===== src/sv/vqcb_pkg.sv =====
// Shared types and constants for the 2x2 vector quantizer block.
// Depends on nothing; design files use scoped names, the tb imports it.
package vqcb_pkg;

  // Default configuration of the codebook.
  localparam int CODEBOOK_ENTRIES_DEF = 64;
  localparam int SAMPLE_BITS_DEF      = 8;

  // Fixed field widths of the transactions.
  localparam int BLOCK_SAMPLES  = 4;
  localparam int FIELD_BITS     = 8;
  localparam int INDEX_OUT_BITS = 6;
  localparam int DIST_OUT_BITS  = 18;

  // Operating modes.
  localparam logic MODE_TRAIN  = 1'b0;
  localparam logic MODE_ENCODE = 1'b1;

  // One input transaction: mode and four luma samples.
  typedef struct packed {
    logic                  mode;
    logic [FIELD_BITS-1:0] sample0;
    logic [FIELD_BITS-1:0] sample1;
    logic [FIELD_BITS-1:0] sample2;
    logic [FIELD_BITS-1:0] sample3;
  } vqcb_in_t;

  // One result transaction.
  typedef struct packed {
    logic [INDEX_OUT_BITS-1:0] best_index;
    logic [DIST_OUT_BITS-1:0]  best_distance;
    logic                      was_loaded;
  } vqcb_out_t;

  // Commands from the controller to the datapath.
  typedef struct packed {
    logic capture;  // latch a new block and clear the search
    logic load;     // store the block as a new codeword and report it
    logic issue;    // read the next codeword for the search
    logic finish;   // write back the average in train mode and report
  } vqcb_cmd_t;

  // Status from the datapath to the controller.
  typedef struct packed {
    logic full;        // every codeword slot is loaded
    logic empty;       // no codeword is loaded yet
    logic issue_last;  // the read being issued is the last of the search
    logic pipe_busy;   // distance pipeline still holds codewords
  } vqcb_status_t;

endpackage


===== src/sv/vqcb_ram.sv =====
// Generic single-clock RAM with one write port and one registered read port.
// Depends on nothing.
module vqcb_ram #(
  parameter int WIDTH = 32,
  parameter int DEPTH = 64
) (
  input  logic                     clk,
  input  logic                     we,
  input  logic [$clog2(DEPTH)-1:0] waddr,
  input  logic [WIDTH-1:0]         wdata,
  input  logic                     re,
  input  logic [$clog2(DEPTH)-1:0] raddr,
  output logic [WIDTH-1:0]         rdata
);

  logic [WIDTH-1:0] mem [DEPTH];
  logic [WIDTH-1:0] rdata_r;

  // Write port.
  always_ff @(posedge clk) begin
    if (we) begin
      mem[waddr] <= wdata;
    end
  end

  // Registered read port.
  always_ff @(posedge clk) begin
    if (re) begin
      rdata_r <= mem[raddr];
    end
  end

  assign rdata = rdata_r;

endmodule


===== src/sv/vqcb_ctrl.sv =====
// Controller state machine of the vector quantizer: sequences load, search,
// pipeline drain and result. Depends on vqcb_pkg.
module vqcb_ctrl (
  input  logic                  clk,
  input  logic                  rst_n,
  input  logic                  start,
  input  logic                  mode,
  input  vqcb_pkg::vqcb_status_t status,
  output vqcb_pkg::vqcb_cmd_t    cmd,
  output logic                  busy
);

  localparam logic [2:0] S_IDLE   = 3'd0;
  localparam logic [2:0] S_LOAD   = 3'd1;
  localparam logic [2:0] S_SEARCH = 3'd2;
  localparam logic [2:0] S_DRAIN  = 3'd3;
  localparam logic [2:0] S_FINISH = 3'd4;

  logic [2:0] state_r;
  logic [2:0] state_nxt;
  logic       accept;

  assign busy   = (state_r != S_IDLE);
  assign accept = start && !busy;

  // Next state and commands.
  always_comb begin
    state_nxt   = state_r;
    cmd         = '0;
    cmd.capture = accept;
    unique case (state_r)
      S_IDLE: begin
        if (accept) begin
          if (mode == vqcb_pkg::MODE_TRAIN && !status.full) begin
            state_nxt = S_LOAD;
          end else if (mode == vqcb_pkg::MODE_ENCODE && status.empty) begin
            state_nxt = S_FINISH;
          end else begin
            state_nxt = S_SEARCH;
          end
        end
      end
      S_LOAD: begin
        cmd.load  = 1'b1;
        state_nxt = S_IDLE;
      end
      S_SEARCH: begin
        cmd.issue = 1'b1;
        if (status.issue_last) begin
          state_nxt = S_DRAIN;
        end
      end
      S_DRAIN: begin
        if (!status.pipe_busy) begin
          state_nxt = S_FINISH;
        end
      end
      S_FINISH: begin
        cmd.finish = 1'b1;
        state_nxt  = S_IDLE;
      end
      default: begin
        state_nxt = S_IDLE;
      end
    endcase
  end

  // State register.
  always_ff @(posedge clk) begin
    if (!rst_n) begin
      state_r <= S_IDLE;
    end else begin
      state_r <= state_nxt;
    end
  end

endmodule


===== src/sv/vqcb_dp.sv =====
// Datapath of the vector quantizer: block register, codebook RAM, fill count,
// two-stage distance pipeline, best-match tracking and result register.
// Depends on vqcb_pkg and vqcb_ram.
module vqcb_dp #(
  parameter int CODEBOOK_ENTRIES = vqcb_pkg::CODEBOOK_ENTRIES_DEF,
  parameter int SW               = vqcb_pkg::FIELD_BITS
) (
  input  logic                   clk,
  input  logic                   rst_n,
  input  vqcb_pkg::vqcb_in_t     in_data,
  input  vqcb_pkg::vqcb_cmd_t    cmd,
  output vqcb_pkg::vqcb_status_t status,
  output logic                   out_valid,
  output vqcb_pkg::vqcb_out_t    out_data
);

  localparam int NS   = vqcb_pkg::BLOCK_SAMPLES;
  localparam int IW   = (CODEBOOK_ENTRIES > 1) ? $clog2(CODEBOOK_ENTRIES) : 1;
  localparam int FCW  = $clog2(CODEBOOK_ENTRIES + 1);
  localparam int WW   = NS * SW;
  localparam int SQW  = 2 * SW;
  localparam int DW   = SQW + 2;
  localparam int IOB  = vqcb_pkg::INDEX_OUT_BITS;
  localparam int DOB  = vqcb_pkg::DIST_OUT_BITS;
  localparam logic [FCW-1:0] CE_C = FCW'(CODEBOOK_ENTRIES);

  // Block and search control registers.
  logic           mode_r;
  logic [WW-1:0]  blk_r;
  logic [FCW-1:0] fill_r;
  logic [FCW-1:0] cnt_r;
  logic [FCW-1:0] lim_m1;

  // Distance pipeline.
  logic           v1_r;
  logic [IW-1:0]  tag1_r;
  logic           v2_r;
  logic [IW-1:0]  tag2_r;
  logic [WW-1:0]  word2_r;
  logic [SQW-1:0] sq_r   [NS];
  logic [SQW-1:0] sq_nxt [NS];
  logic [SW-1:0]  dif    [NS];
  logic [DW-1:0]  dist_sum;
  logic           take;

  // Best match so far.
  logic [IW-1:0]  bidx_r;
  logic [DW-1:0]  bd_r;
  logic [WW-1:0]  bword_r;
  logic [WW-1:0]  avg;

  // RAM ports.
  logic          ram_we;
  logic [IW-1:0] ram_waddr;
  logic [WW-1:0] ram_wdata;
  logic [WW-1:0] ram_rdata;

  // Result register.
  logic                out_valid_r;
  vqcb_pkg::vqcb_out_t out_r;

  // Samples of a new block, kept to the configured sample width.
  logic [WW-1:0] blk_in;
  assign blk_in = {in_data.sample3[SW-1:0], in_data.sample2[SW-1:0],
                   in_data.sample1[SW-1:0], in_data.sample0[SW-1:0]};

  // Search range ends at the full codebook in train mode, at the fill in encode.
  assign lim_m1 = FCW'(((mode_r == vqcb_pkg::MODE_ENCODE) ? fill_r : CE_C) - 1'b1);

  assign status.full       = (fill_r == CE_C);
  assign status.empty      = (fill_r == '0);
  assign status.issue_last = (cnt_r == lim_m1);
  assign status.pipe_busy  = v1_r || v2_r;

  // Stage one: absolute differences and squares per sample lane.
  always_comb begin
    for (int p = 0; p < NS; p++) begin
      if (blk_r[p*SW +: SW] >= ram_rdata[p*SW +: SW]) begin
        dif[p] = blk_r[p*SW +: SW] - ram_rdata[p*SW +: SW];
      end else begin
        dif[p] = ram_rdata[p*SW +: SW] - blk_r[p*SW +: SW];
      end
      sq_nxt[p] = SQW'(dif[p]) * SQW'(dif[p]);
    end
  end

  // Stage two: sum of squares and strict compare; entry 0 is always taken first.
  assign dist_sum = DW'(sq_r[0]) + DW'(sq_r[1]) + DW'(sq_r[2]) + DW'(sq_r[3]);
  assign take     = v2_r && ((tag2_r == '0) || (dist_sum < bd_r));

  // Floored average of the winning codeword and the block.
  always_comb begin
    for (int p = 0; p < NS; p++) begin
      avg[p*SW +: SW] = SW'(({1'b0, bword_r[p*SW +: SW]} + {1'b0, blk_r[p*SW +: SW]}) >> 1);
    end
  end

  // Write port: a new codeword at the fill slot, or the updated winner.
  assign ram_we    = cmd.load || (cmd.finish && mode_r == vqcb_pkg::MODE_TRAIN);
  assign ram_waddr = cmd.load ? fill_r[IW-1:0] : bidx_r;
  assign ram_wdata = cmd.load ? blk_r : avg;

  vqcb_ram #(
    .WIDTH(WW),
    .DEPTH(CODEBOOK_ENTRIES)
  ) u_ram (
    .clk  (clk),
    .we   (ram_we),
    .waddr(ram_waddr),
    .wdata(ram_wdata),
    .re   (cmd.issue),
    .raddr(cnt_r[IW-1:0]),
    .rdata(ram_rdata)
  );

  // Control registers: fill count, pipeline valids and result strobe.
  always_ff @(posedge clk) begin
    if (!rst_n) begin
      fill_r      <= '0;
      v1_r        <= 1'b0;
      v2_r        <= 1'b0;
      out_valid_r <= 1'b0;
    end else begin
      if (cmd.load) begin
        fill_r <= fill_r + 1'b1;
      end
      v1_r        <= cmd.issue;
      v2_r        <= v1_r;
      out_valid_r <= cmd.load || cmd.finish;
    end
  end

  // Payload registers of the block, the search and the pipeline.
  always_ff @(posedge clk) begin
    if (cmd.capture) begin
      mode_r <= in_data.mode;
      blk_r  <= blk_in;
      cnt_r  <= '0;
      bidx_r <= '0;
      bd_r   <= '0;
    end else begin
      if (cmd.issue) begin
        cnt_r <= cnt_r + 1'b1;
      end
      if (take) begin
        bidx_r  <= tag2_r;
        bd_r    <= dist_sum;
        bword_r <= word2_r;
      end
    end
    tag1_r  <= cnt_r[IW-1:0];
    tag2_r  <= tag1_r;
    word2_r <= ram_rdata;
    for (int p = 0; p < NS; p++) begin
      sq_r[p] <= sq_nxt[p];
    end
  end

  // Result payload.
  always_ff @(posedge clk) begin
    if (cmd.load) begin
      out_r.best_index    <= IOB'(fill_r);
      out_r.best_distance <= '0;
      out_r.was_loaded    <= 1'b1;
    end else if (cmd.finish) begin
      out_r.best_index    <= IOB'(bidx_r);
      out_r.best_distance <= DOB'(bd_r);
      out_r.was_loaded    <= 1'b0;
    end
  end

  assign out_valid = out_valid_r;
  assign out_data  = out_r;

endmodule


===== src/sv/vq_codebook_train_and_search_unit.sv =====
// Top level of the 2x2 vector quantizer with online codebook training.
// Depends on vqcb_pkg, vqcb_ctrl and vqcb_dp (which holds vqcb_ram).
//
//   Channel  Ports                    Handshake
//   input    start, busy, in_data     taken when start is high and busy is low
//   result   out_valid, out_data      one-cycle strobe, always taken
//
// A load in train mode passes from acceptance through the load state and the
// result register to the result strobe. A search reads one codeword per cycle
// from the codebook RAM, drains the distance pipeline and then reports.
// An encode on an empty codebook goes straight to the finish state.
// Reset is synchronous and active low; it clears the fill count, so the
// codebook counts as empty afterward. The result side cannot stall.
module vq_codebook_train_and_search_unit #(
  parameter int CODEBOOK_ENTRIES = vqcb_pkg::CODEBOOK_ENTRIES_DEF,
  parameter int SAMPLE_BITS      = vqcb_pkg::SAMPLE_BITS_DEF
) (
  input  logic                clk,
  input  logic                rst_n,
  input  logic                start,
  output logic                busy,
  input  vqcb_pkg::vqcb_in_t  in_data,
  output logic                out_valid,
  output vqcb_pkg::vqcb_out_t out_data
);

  // Stored sample width: bits above the field width are never present.
  localparam int SW = (SAMPLE_BITS < vqcb_pkg::FIELD_BITS) ? SAMPLE_BITS
                                                           : vqcb_pkg::FIELD_BITS;

  vqcb_pkg::vqcb_cmd_t    cmd;
  vqcb_pkg::vqcb_status_t status;

  // Controller.
  vqcb_ctrl u_ctrl (
    .clk   (clk),
    .rst_n (rst_n),
    .start (start),
    .mode  (in_data.mode),
    .status(status),
    .cmd   (cmd),
    .busy  (busy)
  );

  // Datapath.
  vqcb_dp #(
    .CODEBOOK_ENTRIES(CODEBOOK_ENTRIES),
    .SW              (SW)
  ) u_dp (
    .clk      (clk),
    .rst_n    (rst_n),
    .in_data  (in_data),
    .cmd      (cmd),
    .status   (status),
    .out_valid(out_valid),
    .out_data (out_data)
  );

endmodule


===== config.mk =====
export PLATFORM = sky130hd
export DESIGN_NAME = vq_codebook_train_and_search_unit
export DESIGN_NICKNAME = d
export VERILOG_FILES = /design/src/sv/vqcb_pkg.sv /design/src/sv/vqcb_ram.sv /design/src/sv/vqcb_ctrl.sv /design/src/sv/vqcb_dp.sv /design/src/sv/vq_codebook_train_and_search_unit.sv
export SDC_FILE = /design/constraint.sdc
export NUM_CORES = 2
export LEC_CHECK = 0
export BUFFER_PORTS_ARGS = -buffer_cell sky130_fd_sc_hd__buf_2
export CAP_MARGIN = 20
export CORE_ASPECT_RATIO = 0.6
export CORE_MARGIN = 5
export CORE_UTILIZATION = 63
export DETAILED_ROUTE_END_ITERATION = 8
export PLACE_DENSITY = 0.87
export SYNTH_ARGS = -nofsm -noshare
export SYNTH_HDL_FRONTEND = slang
export SYNTH_SLANG_ARGS = --single-unit

===== constraint.sdc =====
create_clock -name clk -period 8.8 [get_ports clk]
set_clock_uncertainty 0.2 [all_clocks]
set_input_delay 0 -clock clk [delete_from_list [all_inputs] [get_ports clk]]
set_output_delay 0 -clock clk [all_outputs]
set_load 0.01 [all_outputs]

==> summary.txt <==
Synthesis
  – Post-synth top cells: edfxtp_1, mux4_2, inv_1
  – Synth Instances: about 5300
  – Syn Area/Cell: 18.7 um^2
  – Synth warnings: 0
  – Ranking of synthesized cells by area: edfxtp_1, mux4_2, dfxtp_1, ha_1, fa_1
  – Largest area contributor in the netlist: edfxtp_1
  – Sequential share of the synthesized area: 0.688
  – Synth Cell Area: 98800 um^2
  – Post-synth top area share: 0.654
  – Most numerous cell in the Yosys netlist: edfxtp_1
  – Number of synthesized flops with an enable pin: 2151
  – Synth async-reset ratio: 0
  – Seq cells post-synth: 2318
  – Netlist cell types: 74
  – Ys flop type: edfxtp_1

STA
  – Fmax: around 130 MHz
  – Endpoints failing setup: 0
  – Worst Max-Slew Pin Slew: 1.28 ns
  – Slack of the critical path: 1.00 ns
  – RSZ-0062 raised after global routing: no
  – Final Cycle Share: 0.886
  – Slew headroom: 0.136
  – Slew Viols, Final: 0
  – Fin Setup TNS: 0 ns
  – Final Critical Period: 7.80 ns
  – Fin. Hold Viols: 0

Floorplan
  – Num rows: around 110
  – Die height: 317 um
  – Die area: 165000 um^2
  – Width of the die: 521 um
  – Initial Utilization: 0.634
  – Core ar.: around 160000 um^2
  – Boundary Pins: 63

Routing
  – Initial drt markers: 10100
  – Vias: between 50000 and 60000
  – Via/cell ratio: approximately 7.3
  – Post-DRT Antenna Nets: 0
  – Total detailed-routing wirelength: just under 300 mm
  – First-pass DRT Iterations: 7
  – DRC: 0
  – Routed len/inst: 37.7 um

Clock network
  – CTS Buf Count: approximately 190
  – # resized after CTS: 0
  – Total setup buffers inserted after CTS: 0
  – Post-cts hold buffer count: 72
  – CTS Buffer Depth: 4
  – Worst-path clk slew: 0.07 ns
  – CTS tree: yes
  – Clock Latency Late Sink: 0.86 ns
  – Htree depth: 4
  – Root Buffer: clkbuf_16
  – Clock sink count: 2318

Worst setup path
  – CP max stage cell: nor2_4
  – Worst Path Arrival: between 8 and 9 ns
  – Flop2flop setup slack: between 1 and 1.5 ns
  – Cell mode on critical path: ha_1
  – Crit. Startpoint: u_dp.sq_r[1][3]
  – Crit-path cells: ha_1 -> a21oi_1 -> nor2_1 -> or3_1 -> o31a_1 -> a211oi_1 -> o21ai_0 -> xnor2_1 -> fa_1 -> inv_1 -> ha_1 -> and3_1 -> and3_1 -> a211oi_1 -> mux2i_1 -> nor3_1 -> ha_1 -> a21o_1 -> nand2_1 -> a31o_2 -> nand2_1 -> nor2_4 -> buf_4
  – R2r startpoint: u_dp.sq_r[1][3]
  – Worst r2r dst: u_dp.bword_r[12]
  – CP Max Fanout: 19
  – CP endpoint kind: register
  – Worst setup path end: u_dp.bword_r[12]
  – Worst setup SP type: register
  – Crit path kind: reg2reg
  – Slowest stage delay, CP: 0.72 ns
  – CP required: 9.11 ns
  – FF-to-FF path depth: 23

Layout
  – Share of cells above drive strength 1: 0.221
  – Fill cell count: 8529
  – Fin nets: around 6000
  – Register area: 68000 um^2
  – Area growth, synth to finish: 10.7%
  – Footprint of the multi-input gates: 29300 um^2

Global routing
  – Initial antenna violation count: 28
  – Largest net degree at the start of global routing: 133
  – First-pass GRT wire length: 415 mm
  – Vias in the first global route: 56900
  – Gr usage total: 0.359
  – GRT overflow: 0

Placement
  – Hpwl dp: 161 mm
  – Port Buffers: 62
  – Place WS: 1.41 ns
  – Placer Congestion: 0.903

Flow run
  – Max-cap violation count: 0

Outcome
  – Status: completed

Hold path
  – Hold Path Class: in2reg
layout by cell type (no fill, tap or decap), types with 11 or more instances in the layout:
cell / n
nand2_1: 141
mux4_2: 647
buf_4: 123
or3_1: 18
dfxtp_1: 161
nand3_1: 76
o21a_1: 22
a21oi_1: 157
a211oi_1: 44
inv_1: 360
edfxtp_1: 2151
fa_1: 128
o21ai_0: 87
xnor2_1: 91
dlygate4sd3_1: 72
nor2b_1: 55
diode_2: 22
nor3_1: 36
o31ai_4: 16
mux2i_1: 55
clkbuf_1: 38
and3_1: 30
nor2_4: 66
clkbuf_16: 197
buf_2: 62
a21o_1: 40
nand2b_1: 20
xor2_1: 37
clkinv_1: 45
clkinv_2: 31
and2_1: 11
a21oi_4: 16
ha_1: 260
nor2_1: 175
or2_2: 23
area by class of cell:
cell class / instances / area share
clock inverter: 102 / 0.00648
multi-input combinational: 2384 / 0.268
sequential: 2318 / 0.622
timing repair buffer: 266 / 0.0195
antenna: 22 / 0.000504
clock buffer: 239 / 0.0469
tap: 2109 / 0.0241
inverter: 367 / 0.0126
worst min path at each step:
stage	start	end	slack (ns)	depth (start not counted)
6_report	in_data[32]	u_ctrl.state_r[2]	0.07	6
5_1_grt	start	u_dp.bd_r[15]	0.08	4
4_1_cts	in_data[32]	u_ctrl.state_r[2]	0.02	6
3_5_place_dp	in_data[4]	u_dp.blk_r[28]	-0.02	1
3_3_place_gp	in_data[25]	u_dp.blk_r[1]	-0.02	1
2_1_floorplan	in_data[24]	u_dp.blk_r[0]	-0.10	0
worst max-delay path, delay by kind of cell, from the launching register on:
kind / cells / cell delay, ns
adder cells (fa/ha/maj): 4 / 1.57
AO/OA/AOI/OAI: 7 / 2.13
buffers and inverters: 2 / 0.49
flip-flops: 1 / 0.33
XOR/XNOR: 1 / 0.19
multiplexers: 1 / 0.11
AND/OR/NAND/NOR: 8 / 2.40
logic make-up (layout without fill, tap and decap cells):
kind of cell | Yosys count | count (layout) | synth area share
adder cells (fa/ha/maj) | 388 | 388 | 0.0589
multiplexers | 702 | 702 | 0.153
flip-flops | 2318 | 2318 | 0.688
AO/OA/AOI/OAI | 460 | 460 | 0.0297
AND/OR/NAND/NOR | 699 | 699 | 0.0339
XOR/XNOR | 133 | 133 | 0.0122
other | 1 | 24 | 0.0000380
buffers and inverters | 586 | 974 | 0.0243
sequential cells by signal (all words and copies together), names as in the netlist:
name / count
u_dp.tag1_r: 6
u_dp.u_ram.mem: 2048
u_dp.out_data: 25
u_dp.sq_r: 60
u_dp.fill_r: 7
u_dp.cnt_r: 7
u_dp.blk_r: 32
u_dp.v2_r: 1
u_dp.bd_r: 18
u_dp.word2_r: 32
u_ctrl.state_r: 3
u_dp.bidx_r: 6
u_dp.out_valid: 1
u_dp.u_ram.rdata: 32
u_dp.tag2_r: 6
u_dp.mode_r: 1
u_dp.bword_r: 32
u_dp.v1_r: 1
stage by stage:
stage	utilization	hold slack [ns]	cells	cell area (um^2)
floorplan	-	-0.101	5288	98800
global placement	0.660	-0.0200	7370	103000
detailed placement	0.660	-0.0202	7370	103000
CTS	0.702	0.0209	7783	109000
global route	0.702	0.0761	7785	109000
finish	0.702	0.0739	7807	109000
layer usage:
layer,track usage,wire (um),vias to the layer above
met2,0.545,134000,5917
li1,-,-,21300
met4,0.172,18100,14
met3,0.134,48100,1242
met1,0.467,94300,28600
met5,0,96,-
Power is not shown: default switching activity piles up to over one toggle a cycle in this logic, so the estimate is an artifact.
